==> src/sv/alfe_pkg.sv <==
// ----------------------------------------------------------------------------
// alfe_pkg: shared types and constants of the addressable LED frame encoder
// Chain length, position counter widths, command codes and register indexes.
// ----------------------------------------------------------------------------
package alfe_pkg;

	// Chain geometry
	localparam int LED_COUNT    = 64;
	localparam int LED_W        = $clog2(LED_COUNT + 1);
	localparam int ADDR_W       = (LED_COUNT > 1) ? $clog2(LED_COUNT) : 1;
	localparam int BITS_PER_LED = 24;
	localparam int SLOT_W       = 5;
	localparam int INDEX_W      = 10;
	localparam int COLOR_W      = 24;
	localparam int DUTY_W       = 16;

	// Reset values of the duty registers
	localparam logic [DUTY_W-1:0] ONE_DUTY_RST  = 16'd60;
	localparam logic [DUTY_W-1:0] ZERO_DUTY_RST = 16'd30;

	// Command codes
	typedef enum logic [1:0] {
		MODE_SET   = 2'd0,
		MODE_FILL  = 2'd1,
		MODE_START = 2'd2,
		MODE_TICK  = 2'd3
	} mode_t;

	// Register indexes
	localparam int CFG_IDX_W = 1;
	typedef enum logic [CFG_IDX_W-1:0] {
		REG_ONE_DUTY  = 1'b0,
		REG_ZERO_DUTY = 1'b1
	} reg_idx_t;

endpackage

==> src/sv/addressable_led_frame_encoder.sv <==
// ----------------------------------------------------------------------------
// addressable_led_frame_encoder: duty-word encoder for a chain of LEDs
// Keeps one 24-bit color per LED in a synchronous RAM and turns each tick
// into the next timer compare word of the frame (green, red, blue, MSB first,
// then 24 reset periods with a duty word of zero, the last one flagged).
//
// Channel  | Handshake              | Payload
// ---------+------------------------+-------------------------------------
// command  | start / busy           | mode, led_index, color
// result   | result_valid (strobe)  | duty, frame_last
// config   | cfg_valid / cfg_ready  | cfg_index, cfg_data
//
// A tick passes the read stage and then the output register: the RAM read of
// the current LED's color issues at the transfer, the duty word is registered
// in the cycle after, when the strobe goes high for one cycle.
// A fill sweeps the RAM one entry a cycle, all LED_COUNT entries, with busy high.
// After reset the marks are clear and no frame runs; the RAM is not cleared.
// The receiver cannot stall; cfg_ready is always high.
// ----------------------------------------------------------------------------
module addressable_led_frame_encoder (
	input  logic                             clk,
	input  logic                             arst_n,
	input  logic                             start,
	output logic                             busy,
	input  alfe_pkg::mode_t                  mode,
	input  logic [alfe_pkg::INDEX_W-1:0]     led_index,
	input  logic [alfe_pkg::COLOR_W-1:0]     color,
	output logic                             result_valid,
	output logic [alfe_pkg::DUTY_W-1:0]      duty,
	output logic                             frame_last,
	input  logic                             cfg_valid,
	output logic                             cfg_ready,
	input  logic [alfe_pkg::CFG_IDX_W-1:0]   cfg_index,
	input  logic [alfe_pkg::DUTY_W-1:0]      cfg_data
);
	import alfe_pkg::*;

	// Color RAM and per-LED written marks
	logic [COLOR_W-1:0] mem [LED_COUNT];
	logic [LED_COUNT-1:0] marks_q;

	logic [DUTY_W-1:0] one_duty_q;
	logic [DUTY_W-1:0] zero_duty_q;

	// Frame position as LED counter and slot within the LED
	logic [LED_W-1:0]  led_q;
	logic [SLOT_W-1:0] slot_q;
	logic              active_q;

	// Fill sweep
	logic               fill_busy_q;
	logic [ADDR_W-1:0]  fill_addr_q;
	logic [COLOR_W-1:0] fill_color_q;

	// Tick stage 1
	logic               tick_s1;
	logic               active_s1;
	logic               last_s1;
	logic               inrange_s1;
	logic [ADDR_W-1:0]  led_s1;
	logic [SLOT_W-1:0]  slot_s1;
	logic [COLOR_W-1:0] rd_data_s1;

	logic               accept;
	logic               set_ok;
	logic               mem_we;
	logic [ADDR_W-1:0]  mem_waddr;
	logic [COLOR_W-1:0] mem_wdata;
	logic               pos_last;
	logic [SLOT_W-1:0]  bit_pos;
	logic [DUTY_W-1:0]  duty_next;

	assign busy      = fill_busy_q | tick_s1;
	assign cfg_ready = 1'b1;
	assign accept    = start & ~busy;
	assign set_ok    = ({1'b0, led_index} < (INDEX_W + 1)'(LED_COUNT));
	assign pos_last  = (led_q == LED_W'(LED_COUNT)) && (slot_q == SLOT_W'(BITS_PER_LED - 1));

	// Select the RAM write: fill sweep or a single set
	always_comb begin
		mem_we    = 1'b0;
		mem_waddr = fill_addr_q;
		mem_wdata = fill_color_q;
		if (fill_busy_q) begin
			mem_we = 1'b1;
		end else if (accept && mode == MODE_SET && set_ok) begin
			mem_we    = 1'b1;
			mem_waddr = led_index[ADDR_W-1:0];
			mem_wdata = color;
		end
	end

	// RAM: one write port, one registered read of the current LED
	always_ff @(posedge clk) begin
		if (mem_we) begin
			mem[mem_waddr] <= mem_wdata;
		end
		rd_data_s1 <= mem[led_q[ADDR_W-1:0]];
	end

	// Control: registers, marks, frame position, fill sweep, tick stage
	always_ff @(posedge clk or negedge arst_n) begin
		if (!arst_n) begin
			one_duty_q   <= ONE_DUTY_RST;
			zero_duty_q  <= ZERO_DUTY_RST;
			marks_q      <= '0;
			led_q        <= '0;
			slot_q       <= '0;
			active_q     <= 1'b0;
			fill_busy_q  <= 1'b0;
			fill_addr_q  <= '0;
			fill_color_q <= '0;
			tick_s1      <= 1'b0;
			active_s1    <= 1'b0;
			last_s1      <= 1'b0;
			inrange_s1   <= 1'b0;
			led_s1       <= '0;
			slot_s1      <= '0;
			result_valid <= 1'b0;
			duty         <= '0;
			frame_last   <= 1'b0;
		end else begin
			// Config transfer
			if (cfg_valid && cfg_ready) begin
				case (cfg_index)
					REG_ONE_DUTY:  one_duty_q  <= cfg_data;
					REG_ZERO_DUTY: zero_duty_q <= cfg_data;
					default: ;
				endcase
			end

			// Advance the fill sweep
			if (fill_busy_q) begin
				if (fill_addr_q == ADDR_W'(LED_COUNT - 1)) begin
					fill_busy_q <= 1'b0;
				end
				fill_addr_q <= fill_addr_q + 1'b1;
			end

			tick_s1 <= accept && (mode == MODE_TICK);
			if (accept) begin
				case (mode)
					MODE_SET: begin
						if (set_ok) begin
							marks_q[led_index[ADDR_W-1:0]] <= 1'b1;
						end
					end
					MODE_FILL: begin
						fill_busy_q  <= 1'b1;
						fill_addr_q  <= '0;
						fill_color_q <= color;
						marks_q      <= '1;
					end
					MODE_START: begin
						active_q <= 1'b1;
						led_q    <= '0;
						slot_q   <= '0;
					end
					MODE_TICK: begin
						active_s1  <= active_q;
						last_s1    <= active_q & pos_last;
						inrange_s1 <= (led_q < LED_W'(LED_COUNT));
						led_s1     <= led_q[ADDR_W-1:0];
						slot_s1    <= slot_q;
						if (active_q) begin
							if (pos_last) begin
								active_q <= 1'b0;
								led_q    <= '0;
								slot_q   <= '0;
							end else if (slot_q == SLOT_W'(BITS_PER_LED - 1)) begin
								slot_q <= '0;
								led_q  <= led_q + 1'b1;
							end else begin
								slot_q <= slot_q + 1'b1;
							end
						end
					end
					default: ;
				endcase
			end

			// Register the result from the tick stage
			result_valid <= tick_s1;
			if (tick_s1) begin
				duty       <= duty_next;
				frame_last <= last_s1;
			end else begin
				frame_last <= 1'b0;
			end
		end
	end

	// Map the slot to a color bit: green, red, blue, MSB first
	always_comb begin
		if (slot_s1 < SLOT_W'(8)) begin
			bit_pos = SLOT_W'(15) - slot_s1;
		end else if (slot_s1 < SLOT_W'(16)) begin
			bit_pos = SLOT_W'(31) - slot_s1;
		end else begin
			bit_pos = SLOT_W'(23) - slot_s1;
		end
	end

	// Pick the duty word; reset periods and unwritten LEDs give zero
	always_comb begin
		duty_next = '0;
		if (active_s1 && inrange_s1 && marks_q[led_s1]) begin
			duty_next = rd_data_s1[bit_pos] ? one_duty_q : zero_duty_q;
		end
	end

`ifndef SYNTH
	a_tick_gives_result: assert property (@(posedge clk) disable iff (!arst_n)
		tick_s1 |=> result_valid)
		else $error("tick did not produce a result");

	a_result_from_tick: assert property (@(posedge clk) disable iff (!arst_n)
		result_valid |-> $past(tick_s1))
		else $error("result without a preceding tick");

	a_last_only_on_result: assert property (@(posedge clk) disable iff (!arst_n)
		frame_last |-> result_valid)
		else $error("frame_last without result strobe");

	a_no_tick_during_fill: assert property (@(posedge clk) disable iff (!arst_n)
		!(fill_busy_q && tick_s1))
		else $error("tick overlaps fill sweep");

	a_last_ends_frame: assert property (@(posedge clk) disable iff (!arst_n)
		(tick_s1 && last_s1) |-> (!active_q || $past(accept && mode == MODE_START)))
		else $error("frame still active after last period");
`endif

endmodule
==> config.mk <==
export PLATFORM = sky130hd
export DESIGN_NAME = addressable_led_frame_encoder
export DESIGN_NICKNAME = d
export VERILOG_FILES = /design/src/sv/alfe_pkg.sv /design/src/sv/addressable_led_frame_encoder.sv
export SDC_FILE = /design/constraint.sdc
export NUM_CORES = 2
export LEC_CHECK = 0
export BUFFER_PORTS_ARGS = -buffer_cell sky130_fd_sc_hd__buf_2
export CORE_ASPECT_RATIO = 0.75
export CORE_MARGIN = 2
export CORE_UTILIZATION = 60
export CTS_CLUSTER_SIZE = 10
export DETAILED_ROUTE_END_ITERATION = 12
export PLACE_DENSITY = 0.79
export SETUP_SLACK_MARGIN = 0.02
export SLEW_MARGIN = 30
export SYNTH_ARGS = -nofsm -noshare
export SYNTH_HDL_FRONTEND = slang
export SYNTH_SLANG_ARGS = --single-unit
export TNS_END_PERCENT = 50
==> constraint.sdc <==
create_clock -name clk -period 5.2 [get_ports clk]
set_clock_uncertainty 0.05 [all_clocks]
set_input_delay 0.26 -clock clk [delete_from_list [all_inputs] [get_ports clk]]
set_output_delay 0.26 -clock clk [all_outputs]
set_load 0.01 [all_outputs]
After elaboration in Yosys (flattened, before gate mapping)
Memory sizes are Yosys's and may differ from the RTL's. A register that Yosys moved wholly into a read port is not among the register bits.
Cells that the tools add are included.

word-level totals
  bits in registers = 173
  bits in latches = 0
  RAM bits = 1536
  ROM bits = 0
  bits of input ports = 57
  memories = 1

memory list
  name  words  bits a word  rd ports  clocked after Yosys merged registers in  wr ports  line                                 text
  mem   64     24           1         1                                        1         addressable_led_frame_encoder.sv:39  logic [COLOR_W-1:0] mem [LED_COUNT];

operators by class
  $add $sub $neg = 6
  multipliers = 0
  div/mod/pow operators = 0
  magnitude comparators = 8
  equal/unequal tests = 9
  shift-type cells = 0
  muxes and demuxes = 39
  bitwise operators = 6
  reduce and logical (&&, ||, !) cells = 18

operators with widths
  operator                                              number
  case mux 64 bit (2 select lines)                      1
  two-way mux 64 bit                                    1
  bitwise OR 64 bit                                     1
  two-way mux 24 bit                                    2
  two-way mux 16 bit                                    2
  two-way mux 6 bit                                     5
  two-way mux 5 bit                                     5
  two-way mux 7 bit                                     3
  < comparator 6 x 7 -> 1 bit (second input constant)   2
  two-way mux 1 bit                                     14
  case mux 7 bit (2 select lines)                       1
  < comparator 10 x 7 -> 1 bit (second input constant)  1
  case mux 5 bit (2 select lines)                       1
  AND reduction 2 bit                                   5
  subtractor 5 bit (first input constant)               2
  adder 7 x 1 -> 7 bit (second input constant)          1
  == test 7 bit (second input constant)                 1
  logical AND 1 bit                                     7
  < comparator 7 bit (second input constant)            1
  adder 6 x 1 -> 6 bit (second input constant)          1
  binary-select mux 1 bit (select 6 bit)                1
  demux 1 bit (select 6 bit)                            1
  == test 6 bit (second input constant)                 1
  >= comparator 6 x 1 -> 1 bit (second input constant)  1
  19 further kinds                                      25

Depth between registers and ports, before layout
  depth after elaboration = 9
  gate-level depth with buffers = 10

Worst setup path after synthesis
Ideal clock, no wire load.

  kind = reg2reg
  start = reg fill_busy_q
  end = mem mem[0][0], enable pin
  setup time = 405 ps
  arrival = 2766 ps
  required time = 4745 ps
  setup slack = 1979 ps
  stages on the path, launching flop included = 7
  path buffers = 1
  period minus slack after synthesis = 3221 ps
  cells stage by stage = dfrtp_1 > nor4b_2 > nand3_1 > mux2_2 > or2_1 > clkbuf_1 > nor2_1

between the ends
  cells in the longest elaborated chain, start to end = 9
  elaborated cells between the ends (all ways) = 11
  classes of those cells = mux: 6; bitwise: 3; reduce/logical: 2

RTL lines
  what                                     line                                  text
  start, declared                          addressable_led_frame_encoder.sv:51   logic fill_busy_q;
  start signal, assigned                   addressable_led_frame_encoder.sv:110  fill_busy_q <= 1'b0;
  start signal, assigned                   addressable_led_frame_encoder.sv:135  fill_busy_q <= 1'b0;
  start signal, assigned                   addressable_led_frame_encoder.sv:149  fill_busy_q <= 1'b1;
  bitwise OR 1 bit                         addressable_led_frame_encoder.sv:73   assign busy = fill_busy_q | tick_s1;
  NOT 1 bit                                addressable_led_frame_encoder.sv:75   assign accept = start & ~busy;
  AND 1 bit                                addressable_led_frame_encoder.sv:75
  logical AND 1 bit (2 in a row)           addressable_led_frame_encoder.sv:86   end else if (accept && mode == MODE_SET && set_ok) begin
  two-way mux 1 bit                        addressable_led_frame_encoder.sv:86
  two-way mux 1 bit                        addressable_led_frame_encoder.sv:84   if (fill_busy_q) begin
  two-way mux 1 bit                        addressable_led_frame_encoder.sv:95   if (mem_we) begin
  two-way mux 1 bit (implied by the code)  addressable_led_frame_encoder.sv:96   mem[mem_waddr] <= mem_wdata;
  end, declared                            addressable_led_frame_encoder.sv:39

Several ways; a longest one is shown, not always the timed one.

Final worst setup path
  start = reg fill_busy_q
  end = mem mem[11][9], enable pin

The elaborated chain is that of the path after synthesis.

==> metrics.txt <==
Post-synth EDFFs 1536; final core occ 68.6%; DRT Wirelength 180000 um; Post-DRT Antenna Nets 0; dominant cells by area after synthesis edfxtp_1, mux4_2, dfrtp_1, nand2_1, mux2_2; clock latency on the worst-skew pair 0.81 ns; largest net degree at the start of global routing 113; wire length per cell 35.9 um; Syn Nets 3238; number of global-route vias before repair 35920; CTS buffer count 191; fin. max-slew vios 0; final-report setup violation count 0; post-synth cell types 59; Worst Path Arrival 4.38 ns; antenna cells 0; Final GP Congestion 0.907; final hold viol count 0; synth cell count leaders edfxtp_1, mux4_2, nand2_1; CTS clk-pin slew, worst paths 0.06 ns; Seq/Total Area, Yosys 75.5%; Die X-Extent 391 um; status finished clean; ys flop type edfxtp_1; worst-path cell chain nor4b_2 -> nand3_1 -> buf_4 -> mux2i_1 -> nand2_1 -> nor2_2 -> buf_4; max-cap check violation count 0; Total Routing Usage GR 32.0%; Post-Syn Instances 3175; Pre-antenna DRT Iters 7; clock sinks 1733; FP Rows 106; DR vias/cell 7.10; nets@finish 3515; Achievable Freq 253 MHz; dpl cells 4659; largest area contributor in the netlist edfxtp_1; detailed-route DRC error count 0; worst endpoint required time 5.62 ns; Initial Util 60.5%; total gr overflow 0; vias 35587; port bufs 75; CP Class reg2reg; slowest stage delay, CP 0.72 ns; Worst path most repeated cell buf_4; I/O pin total 77; share of post-route cells with drive strength above 1 30.5%; CORE AREA 111000 um2; FF+latch count, synth 1733; Worst VDD drop 0.536 mV; setup ws final 1.24 ns; Max FO, Critical Path 40; post_cts resized 0; Finished Layout Cells 5014; CTS H-Tree Depth 4; synthesized area 67400 um2; drt initial violations 6024; asr flop ratio synth 9.98%; crit end category flip-flop; CTS tree yes; most common cell in the netlist edfxtp_1; CP max stage cell nor2_2; leak pwr 24.4 nW; Startpoint Class flip-flop; Worst-Margin Slew 1.07 ns; TNS Setup 0 ns; pwr/cell area 533 nW/um2; Period minus WS final 3.96 ns; RSZ-0062 raised after global routing false; die area 115000 um2; hpwl dp 98000 um; Root Driver clkbuf_16; first-pass GRT wire length 259000 um; Avg Synthesized Cell Area 21.2 um2; fin crit share 76.1%; YS warnings 0; hold crit path type in2reg; initial antenna violation count 5; Yosys top cell area share 68.4%; worst rel slew slack 28.1%; Die Height 294 um; hold_ws 0.0530 ns; CTS Buffer Depth 3; P&R area growth vs syn 13.3%; Setup Slack @ Placement 1.41 ns
## final timing paths
kind / startpoint / to / slack (ns) / cells after the start
max: fill_busy_q / mem[11][9] / 1.24 / 7
min: led_index[2] / marks_q[16] / 0.05 / 5
max reg2reg: fill_busy_q / mem[11][9] / 1.24 / 7
min reg2reg: marks_q[55] / marks_q[55] / 0.42 / 1
max in group asynchronous: arst_n / zero_duty_q[5] / 3.62 / 3
min in group asynchronous: arst_n / marks_q[9] / 0.06 / 2
## placed cells by master, fill, tap and decap left out, drive strengths merged, types with 32 or more instances in the layout
| cell | synthesis | routed |
|---|---|---|
| edfxtp | 1536 | 1536 |
| mux4 | 495 | 495 |
| clkbuf | 92 | 288 |
| buf | 83 | 202 |
| nand2 | 191 | 191 |
| dfrtp | 165 | 165 |
| nor2 | 114 | 114 |
| a21oi | 90 | 90 |
| o21bai | 64 | 64 |
| dlygate4sd3 | 0 | 56 |
| mux2 | 47 | 47 |
| a221oi | 32 | 32 |
## power by group
part | leakage (nW) | internal [mW] | switching, mW
clock network | 2.61 | 6.93 | 5.28
registers | 16.3 | 18.3 | 0.711
logic | 5.50 | 3.52 | 6.02
## cells by family (layout without fill, tap and decap cells)
family / Yosys count / in the layout / share of synthesized area, %
other cells: 1 / 1 / 0.00556
flops: 1733 / 1733 / 75.5
simple gates: 393 / 393 / 2.50
xor+xnor: 5 / 5 / 0.0649
mux: 566 / 566 / 17.7
fa+ha+maj: 6 / 6 / 0.111
buf+inv: 188 / 569 / 1.26
compound gates: 283 / 283 / 2.86
## state kept, by name, indices dropped and copies added (netlist names), 5 cells and up
register and flops:
fill_color_q 24, fill_addr_q 6, marks_q 64, duty 16
zero_duty_q 16, rd_data_s1 24, one_duty_q 16, slot_s1 5
led_s1 6, mem 1536, led_q 7, slot_q 5
## timing repair
item	4_1_cts	5_1_grt
endpoints found under the hold margin	204	0
hold buffers	56	0
setup endpoints to repair	0	0
setup buffers	0	0
## through the flow
stage | total power, mW | instance area, um2
6_report | 40.7 | 76400
2_1_floorplan | 24.8 | 67400
3_3_place_gp | 27.8 | 70200
4_1_cts | 40.6 | 76300
5_1_grt | 41.8 | 76400
3_5_place_dp | 28.3 | 70300
## layout make-up
class	count	area, um2
Clock inverter	10	189
Inverter	13	48.8
Timing Repair Buffer	259	2080
Fill cell	6416	35000
Sequential cell	1733	51000
Multi-Input combinational cell	1254	16100
Clock buffer	287	5250
Tap cell	1458	1820
## critical path, delay by kind of cell, from the launching register on
kind          cells  cell delay (ns)
simple gates      4             1.90
mux               1             0.34
flops             1             0.56
buf+inv           2             0.72
## metal layers
| metal | global-route usage [%] | share of wire (%) | vias up |
|---|---|---|---|
| met2 | 48.4 | 47 | 2876 |
| met3 | 9.86 | 14 | 417 |
| met1 | 45.0 | 35 | 18607 |
| met5 | 0.507 | 0.068 | - |
| met4 | 11.1 | 3.4 | 8 |
| li1 | - | - | 13679 |
Note: power is estimated with default switching activity, not from simulation.
